==> src/rtl/core/hslrgb_pkg.sv <==
// Package for the HSL to RGB converter: payload structs, widths, hue
// breakpoints, scaling constants and the hue segment function.
// No dependencies.
`timescale 1ns / 1ps

package hslrgb_pkg;

   localparam int unsigned HueW    = 10;
   localparam int unsigned PctW    = 7;
   localparam int unsigned AngW    = 9;
   localparam int unsigned LevelW  = 14;
   localparam int unsigned SlopeW  = 6;
   localparam int unsigned ChanW   = 20;
   localparam int unsigned ScaledW = 24;
   localparam int unsigned RecipW  = 25;
   localparam int unsigned ColorW  = 8;

   localparam logic [HueW-1:0] HueTurn     = 10'd360;
   localparam logic [HueW-1:0] HueTwoTurns = 10'd720;

   localparam logic [PctW-1:0] PctMax  = 7'd100;
   localparam logic [PctW-1:0] PctHalf = 7'd50;

   localparam logic [AngW-1:0] AngRise   = 9'd60;
   localparam logic [AngW-1:0] AngThird  = 9'd120;
   localparam logic [AngW-1:0] AngFall   = 9'd180;
   localparam logic [AngW-1:0] AngBottom = 9'd240;

   localparam logic [ChanW-1:0] ChanMax = 20'd600000;

   // x*255/600000 == (17*x)/40000; 40000 divide by ceil(2^40/40000) and shift,
   // exact for 17*x below 8.9e7
   localparam logic [RecipW-1:0] RecipMul   = 25'd27487791;
   localparam int unsigned       RecipShift = 40;

   typedef struct packed {
      logic [HueW-1:0] hue;
      logic [PctW-1:0] saturation;
      logic [PctW-1:0] lightness;
   } hslrgb_req_type;

   typedef struct packed {
      logic [ColorW-1:0] red;
      logic [ColorW-1:0] green;
      logic [ColorW-1:0] blue;
   } hslrgb_rsp_type;

   typedef struct packed {
      logic              use_high;
      logic [SlopeW-1:0] slope;
   } hslrgb_seg_type;

   function automatic hslrgb_seg_type hue_segment(input logic [AngW-1:0] angle);
      hslrgb_seg_type seg;
      logic [AngW-1:0] fall;
      fall         = AngBottom - angle;
      seg.use_high = 1'b0;
      seg.slope    = '0;
      priority if (angle < AngRise) begin
         seg.slope = angle[SlopeW-1:0];
      end else if (angle < AngFall) begin
         seg.use_high = 1'b1;
      end else if (angle < AngBottom) begin
         seg.slope = fall[SlopeW-1:0];
      end else begin
         seg.slope = '0;
      end
      return seg;
   endfunction

endpackage

==> src/rtl/core/hsl_to_rgb_converter.sv <==
// HSL to RGB converter, four register stages with per-stage handshake.
// Depends on hslrgb_pkg.
`timescale 1ns / 1ps
//
// Usage:
//   req_valid/req_ready/req_payload carry hue (degrees, wrapped mod 360),
//   saturation and lightness (percent, clamped to 100).
//   rsp_valid/rsp_ready/rsp_payload carry the 8-bit red, green, blue triple.
//   One result per transfer, in order.
// Pipeline: 4 register stages; rsp_valid is the stage 4 valid bit.
// Throughput: one transfer per cycle unless rsp_ready stalls it. Stage 1
//   wraps the hue and clamps; stage 2 forms the high/low levels and hue
//   segments; stage 3 evaluates the three channel ramps (one 14x6
//   multiply each); stage 4 scales by 255/600000 through a reciprocal
//   multiply and is the output register.
// Each stage has its own valid bit and takes new data when it is empty or
//   the next stage moves, so bubbles close up under a stall.
// Stall: while rsp_ready is low the output holds; upstream stages keep
//   filling until the pipe is full, then req_ready drops.
// Reset: synchronous, clears all valid bits; data registers are not reset.
//
module hsl_to_rgb_converter (
   input  logic                        clock,
   input  logic                        reset,
   input  logic                        req_valid,
   output logic                        req_ready,
   input  hslrgb_pkg::hslrgb_req_type  req_payload,
   output logic                        rsp_valid,
   input  logic                        rsp_ready,
   output hslrgb_pkg::hslrgb_rsp_type  rsp_payload
);
   import hslrgb_pkg::*;

   logic v1_ff, v2_ff, v3_ff, v4_ff;
   logic v1_in, v2_in, v3_in, v4_in;
   logic rdy1, rdy2, rdy3, rdy4;

   logic [AngW-1:0]   hue1_ff, hue1_in;
   logic [PctW-1:0]   sat1_ff, sat1_in;
   logic [PctW-1:0]   lig1_ff, lig1_in;

   logic [LevelW-1:0] high2_ff, high2_in;
   logic [LevelW-1:0] low2_ff, low2_in;
   logic [LevelW-1:0] diff2_ff, diff2_in;
   hslrgb_seg_type    seg2_ff [3];
   hslrgb_seg_type    seg2_in [3];

   logic [ChanW-1:0]  chan3_ff [3];
   logic [ChanW-1:0]  chan3_in [3];

   hslrgb_rsp_type    rsp4_ff, rsp4_in;

   // handshake chain
   assign rdy4      = !v4_ff || rsp_ready;
   assign rdy3      = !v3_ff || rdy4;
   assign rdy2      = !v2_ff || rdy3;
   assign rdy1      = !v1_ff || rdy2;
   assign req_ready = rdy1;

   assign v1_in = rdy1 ? req_valid : v1_ff;
   assign v2_in = rdy2 ? v1_ff : v2_ff;
   assign v3_in = rdy3 ? v2_ff : v3_ff;
   assign v4_in = rdy4 ? v3_ff : v4_ff;

   always_ff @(posedge clock) begin
      if (reset) begin
         v1_ff <= 1'b0;
         v2_ff <= 1'b0;
         v3_ff <= 1'b0;
         v4_ff <= 1'b0;
      end else begin
         v1_ff <= v1_in;
         v2_ff <= v2_in;
         v3_ff <= v3_in;
         v4_ff <= v4_in;
      end
   end

   // stage 1: wrap hue, clamp percentages
   always_comb begin
      logic [HueW-1:0] hue_wrap;
      priority if (req_payload.hue < HueTurn) begin
         hue_wrap = req_payload.hue;
      end else if (req_payload.hue < HueTwoTurns) begin
         hue_wrap = req_payload.hue - HueTurn;
      end else begin
         hue_wrap = req_payload.hue - HueTwoTurns;
      end
      hue1_in = hue_wrap[AngW-1:0];
      sat1_in = (req_payload.saturation > PctMax) ? PctMax : req_payload.saturation;
      lig1_in = (req_payload.lightness > PctMax) ? PctMax : req_payload.lightness;
   end

   always_ff @(posedge clock) begin
      if (rdy1 && req_valid) begin
         hue1_ff <= hue1_in;
         sat1_ff <= sat1_in;
         lig1_ff <= lig1_in;
      end
   end

   // stage 2: levels and hue segments (zero saturation falls out as gray)
   always_comb begin
      logic                low_half;
      logic [PctW-1:0]     op_a;
      logic [PctW:0]       op_b;
      logic [LevelW:0]     prod;
      logic [LevelW:0]     lig_x100;
      logic [LevelW:0]     lig_x200;
      logic [LevelW:0]     high_full;
      logic [LevelW:0]     low_full;
      logic [AngW-1:0]     ang_red;
      logic [AngW-1:0]     ang_blue;
      low_half  = lig1_ff < PctHalf;
      op_a      = low_half ? lig1_ff : sat1_ff;
      op_b      = low_half ? ({1'b0, PctMax} + {1'b0, sat1_ff})
                           : ({1'b0, PctMax} - {1'b0, lig1_ff});
      prod      = {{(LevelW+1-PctW){1'b0}}, op_a} * {{(LevelW-PctW){1'b0}}, op_b};
      lig_x100  = {{(LevelW+1-PctW){1'b0}}, lig1_ff} * (LevelW+1)'(100);
      lig_x200  = {lig_x100[LevelW-1:0], 1'b0};
      high_full = prod + (low_half ? '0 : lig_x100);
      low_full  = lig_x200 - high_full;
      high2_in  = high_full[LevelW-1:0];
      low2_in   = low_full[LevelW-1:0];
      diff2_in  = high2_in - low2_in;
      ang_red   = (hue1_ff < AngBottom) ? hue1_ff + AngThird : hue1_ff - AngBottom;
      ang_blue  = (hue1_ff >= AngThird) ? hue1_ff - AngThird : hue1_ff + AngBottom;
      seg2_in[0] = hue_segment(ang_red);
      seg2_in[1] = hue_segment(hue1_ff);
      seg2_in[2] = hue_segment(ang_blue);
   end

   always_ff @(posedge clock) begin
      if (rdy2 && v1_ff) begin
         high2_ff <= high2_in;
         low2_ff  <= low2_in;
         diff2_ff <= diff2_in;
         seg2_ff  <= seg2_in;
      end
   end

   // stage 3: channel ramps
   always_comb begin
      logic [LevelW-1:0] base;
      for (int k = 0; k < 3; k++) begin
         base        = seg2_ff[k].use_high ? high2_ff : low2_ff;
         chan3_in[k] = {{(ChanW-LevelW){1'b0}}, base} * ChanW'(60)
                     + {{(ChanW-LevelW){1'b0}}, diff2_ff}
                     * {{(ChanW-SlopeW){1'b0}}, seg2_ff[k].slope};
      end
   end

   always_ff @(posedge clock) begin
      if (rdy3 && v2_ff) begin
         chan3_ff <= chan3_in;
      end
   end

   // stage 4: scale by 255/600000, truncating
   always_comb begin
      logic [ScaledW-1:0]        scaled;
      logic [ScaledW+RecipW-1:0] quot_prod;
      logic [ColorW-1:0]         color [3];
      for (int k = 0; k < 3; k++) begin
         scaled    = {chan3_ff[k], 4'b0000} + {4'b0000, chan3_ff[k]};
         quot_prod = {{RecipW{1'b0}}, scaled} * {{ScaledW{1'b0}}, RecipMul};
         color[k]  = quot_prod[RecipShift+ColorW-1 -: ColorW];
      end
      rsp4_in.red   = color[0];
      rsp4_in.green = color[1];
      rsp4_in.blue  = color[2];
   end

   always_ff @(posedge clock) begin
      if (rdy4 && v3_ff) begin
         rsp4_ff <= rsp4_in;
      end
   end

   assign rsp_valid   = v4_ff;
   assign rsp_payload = rsp4_ff;

   // checks
   a_hue_wrapped: assert property (@(posedge clock) disable iff (reset)
      v1_ff |-> hue1_ff < AngW'(360))
      else $error("wrapped hue out of range");

   a_level_order: assert property (@(posedge clock) disable iff (reset)
      v2_ff |-> low2_ff <= high2_ff)
      else $error("low level above high level");

   a_chan_range: assert property (@(posedge clock) disable iff (reset)
      v3_ff |-> (chan3_ff[0] <= ChanMax && chan3_ff[1] <= ChanMax
                 && chan3_ff[2] <= ChanMax))
      else $error("channel ramp above full scale");

   a_stage1_hold: assert property (@(posedge clock) disable iff (reset)
      (v1_ff && !rdy2) |=> (v1_ff && $stable(hue1_ff) && $stable(lig1_ff)))
      else $error("stage 1 lost data under stall");

endmodule

==> config.mk <==
export PLATFORM = sky130hd
export DESIGN_NAME = hsl_to_rgb_converter
export DESIGN_NICKNAME = d
export VERILOG_FILES = /design/src/rtl/core/hslrgb_pkg.sv /design/src/rtl/core/hsl_to_rgb_converter.sv
export SDC_FILE = /design/constraint.sdc
export NUM_CORES = 2
export LEC_CHECK = 0
export ABC_AREA = 1
export BUFFER_PORTS_ARGS = -buffer_cell sky130_fd_sc_hd__buf_4
export CORE_UTILIZATION = 45
export DETAILED_ROUTE_END_ITERATION = 16
export PLACE_DENSITY_LB_ADDON = 0.1
export SYNTH_ARGS = -nofsm -noshare
export SYNTH_HDL_FRONTEND = slang
export SYNTH_SLANG_ARGS = --single-unit
==> constraint.sdc <==
create_clock -name clock -period 11.6 [get_ports clock]
set_clock_uncertainty 0.2 [all_clocks]
set_input_delay 2.32 -clock clock [delete_from_list [all_inputs] [get_ports clock]]
set_output_delay 2.32 -clock clock [all_outputs]
set_load 0.02 [all_outputs]
==> key figures <==
GRT
  • GRT overflow: 0
  • Overall routing resource usage: 23.83%
  • Number of global-route vias before repair: 45810
  • Pin count of the biggest net entering global routing: 60
  • First-pass GRT wire length: 246700 um
  • Initial antenna violation count: 2

Worst setup path
  • Worst Setup End Kind: register
  • Crit path top cell by count: inv_1
  • Worst EP required: 11700 ps
  • Startpoint class of the critical path: register
  • Setup crit end: diff2_ff[13]
  • R2r endpoint: diff2_ff[13]
  • Worst Path Arrival: 9530 ps
  • R2R Setup Slk: 2160 ps
  • FF-to-FF Start: lig1_ff[2]
  • Slowest CP cell: o21ai_0
  • Worst-path maximum fanout: 30
  • Worst Reg-to-Reg Cells: 37
  • CP startpoint: lig1_ff[2]
  • Worst path max stage delay: 740 ps
  • Crit Path Class: register to register

Floorplanning
  • Core ar.: 130300 um^2
  • IO Count: 54
  • Row count: 132
  • Starting Density: 45.60%
  • Die height: 365.4 um
  • Die area: 133500 um^2
  • Die X-Extent: 365.4 um

Timing
  • RSZ-0062 raised after global routing: no
  • Final worst-path cycle share: 81.35%
  • TNS Setup: 0 ps
  • Slew headroom: 19.92%
  • Slew @ Worst Pin: 1197 ps
  • Max Freq: 106.0 MHz
  • Final setup violation count: 0
  • Clock period minus worst slack: 9437 ps
  • Max Slew Vio Count: 0
  • Final Hold Fails: 0

Clocking
  • Worst-skew pair later-pin latency: 550 ps
  • Cts hold-fix bufs: 0
  • CTS buffer count: 17
  • # H-tree levels: 4
  • Root Buffer: clkbuf_16
  • Number of clock sinks: 167
  • Clk buf depth: 2
  • CTS resizes: 0
  • CTS tree: yes
  • Worst-path clk slew: 90 ps
  • Setup repair bufs after CTS: 0

Routing
  • Total number of vias: 43430
  • Vias/cell: 4.903
  • Post-Route WL: 153000 um
  • # DRC: 0
  • 1st-pass router iterations: 5
  • Antenna Nets Post-Route: 0
  • Routed len/inst: 17.27 um
  • Iter 0 DRT Violations: 2019

Placement
  • Hpwl dp: 138300 um
  • Placed inst area: 61900 um^2
  • Placer congestion estimate: 0.9399
  • Number of port buffers: 53

Synth
  • Mapped Cells: 7069
  • Top cell type's share of synthesized area: 34.10%
  • Mapped cell area: 59420 um^2
  • Yosys reg bits: 167
  • Sequential fraction of the synthesis area: 8.373%
  • Leading area contributor after synthesis: fa_1
  • Largest cells by area after synthesis: fa_1 34%, ha_1 21%, inv_1 13%
  • YS warnings: 0
  • Yosys cell types: 58
  • Syn avg cell area: 8.405 um^2

Final layout
  • Finished Core Util: 47.99%
  • NumNets Final: 9159
  • Most frequent cells in the layout: 2130 x inv_1, 1048 x nand2_1, 1017 x ha_1, 1012 x fa_1, 336 x nor2_1
  • Most common library cell in the layout ignoring fill and taps: inv_1
  • Area growth from synthesis to layout: 5.246%
  • Layout cell share with drive strength beyond 1: 2.010%
  • Filler cells: 12920
  • Register area: 4975 um^2
  • Final Instance Area: 62530 um^2
  • Multi-input logic area: 46210 um^2
  • ANT cells: 0

Outcome
  • Status: finished, final reports clean

Worst hold path
  • Min-Delay Startpoint: v2_ff
  • Min-Delay Path Class: register to register

Job
  • MaxCap Viol Count: 0
-- per-layer routing --
layer / track usage (%) / part of all wire [%] / vias to the layer above
li1: - / - / 21460
met1: 33.21 / 48 / 21210
met2: 40.28 / 47 / 641
met3: 2.064 / 3.0 / 116
met4: 5.037 / 1.7 / 2
met5: 0 / 0.0085 / -
-- Yosys cell counts, drive strengths merged --
library cell,number
a21o,61
fa,1012
o21bai,18
dfxtp,4
edfxtp,163
or2,11
a311oi,1
o21ai,241
nor2,340
o41ai,1
buf,7
a21boi,15
or3,1
ha,1017
conb,2
and3,9
xnor2,65
o311ai,1
nor4,20
clkbuf,60
a211oi,5
a31o,3
o21a,14
xor2,173
clkinv,1
nand3b,7
o22ai,3
nand2,1057
a21oi,308
nand4,37
o211ai,8
o221ai,2
o31ai,4
nor3b,1
a31oi,37
and2,1
nand3,169
o2111ai,4
inv,2136
nor3,50
-- layout make-up --
type,instances,share of cell area [%]
multi-input combinational,4711,73.90
inverter,2137,12.83
sequential,167,7.955
tap,1742,3.486
timing repair buffer,68,0.8164
clock buffer,17,0.6803
clock inverter,15,0.3361
-- kinds of logic after synthesis --
family | Yosys count | share of synthesized area [%]
adder cells (fa/ha/maj) | 2029 | 55.51
other | 2 | 0.01264
AND/OR/NAND/NOR | 1703 | 11.74
buffers and inverters | 2204 | 13.95
AO/OA/AOI/OAI | 726 | 6.873
XOR/XNOR | 238 | 3.540
flip-flops | 167 | 8.373
-- how the worst min path moves through the flow --
stage / endpoint / slack [ps] / cells after the start
5_1_grt: v3_ff / 310 / 2
4_1_cts: v3_ff / 270 / 2
6_report: v3_ff / 270 / 2
2_1_floorplan: v2_ff / 240 / 2
3_5_place_dp: v3_ff / 260 / 2
3_3_place_gp: v3_ff / 260 / 2
-- per-stage QoR --
stage          hold WS, ps  worst slack (ps)  instances
2_1_floorplan        244.5              3888       7082
3_3_place_gp         260.7              2217       8825
3_5_place_dp         260.8              2072       8825
4_1_cts              274.4              2046       8857
5_1_grt              310.4              1217       8857
6_report             272.5              2163       8857
-- registers in the layout (all words and copies together), names as in the netlist, 9 cells and up --
| signal | count |
|---|---|
| diff2_ff | 13 |
| chan3_ff | 57 |
| low2_ff | 13 |
| hue1_ff | 9 |
| seg2_ff | 21 |
| high2_ff | 12 |
| rsp_payload | 24 |
-- worst max-delay path: cells and delay by family (launching register included) --
family | cells | cell delay (ps)
flip-flops | 1 | 590
AND/OR/NAND/NOR | 10 | 2150
XOR/XNOR | 3 | 310
buffers and inverters | 10 | 1260
AO/OA/AOI/OAI | 6 | 1420
adder cells (fa/ha/maj) | 8 | 3260
Power is not shown: default switching activity piles up to over one toggle a cycle in this logic, so the estimate is an artifact.
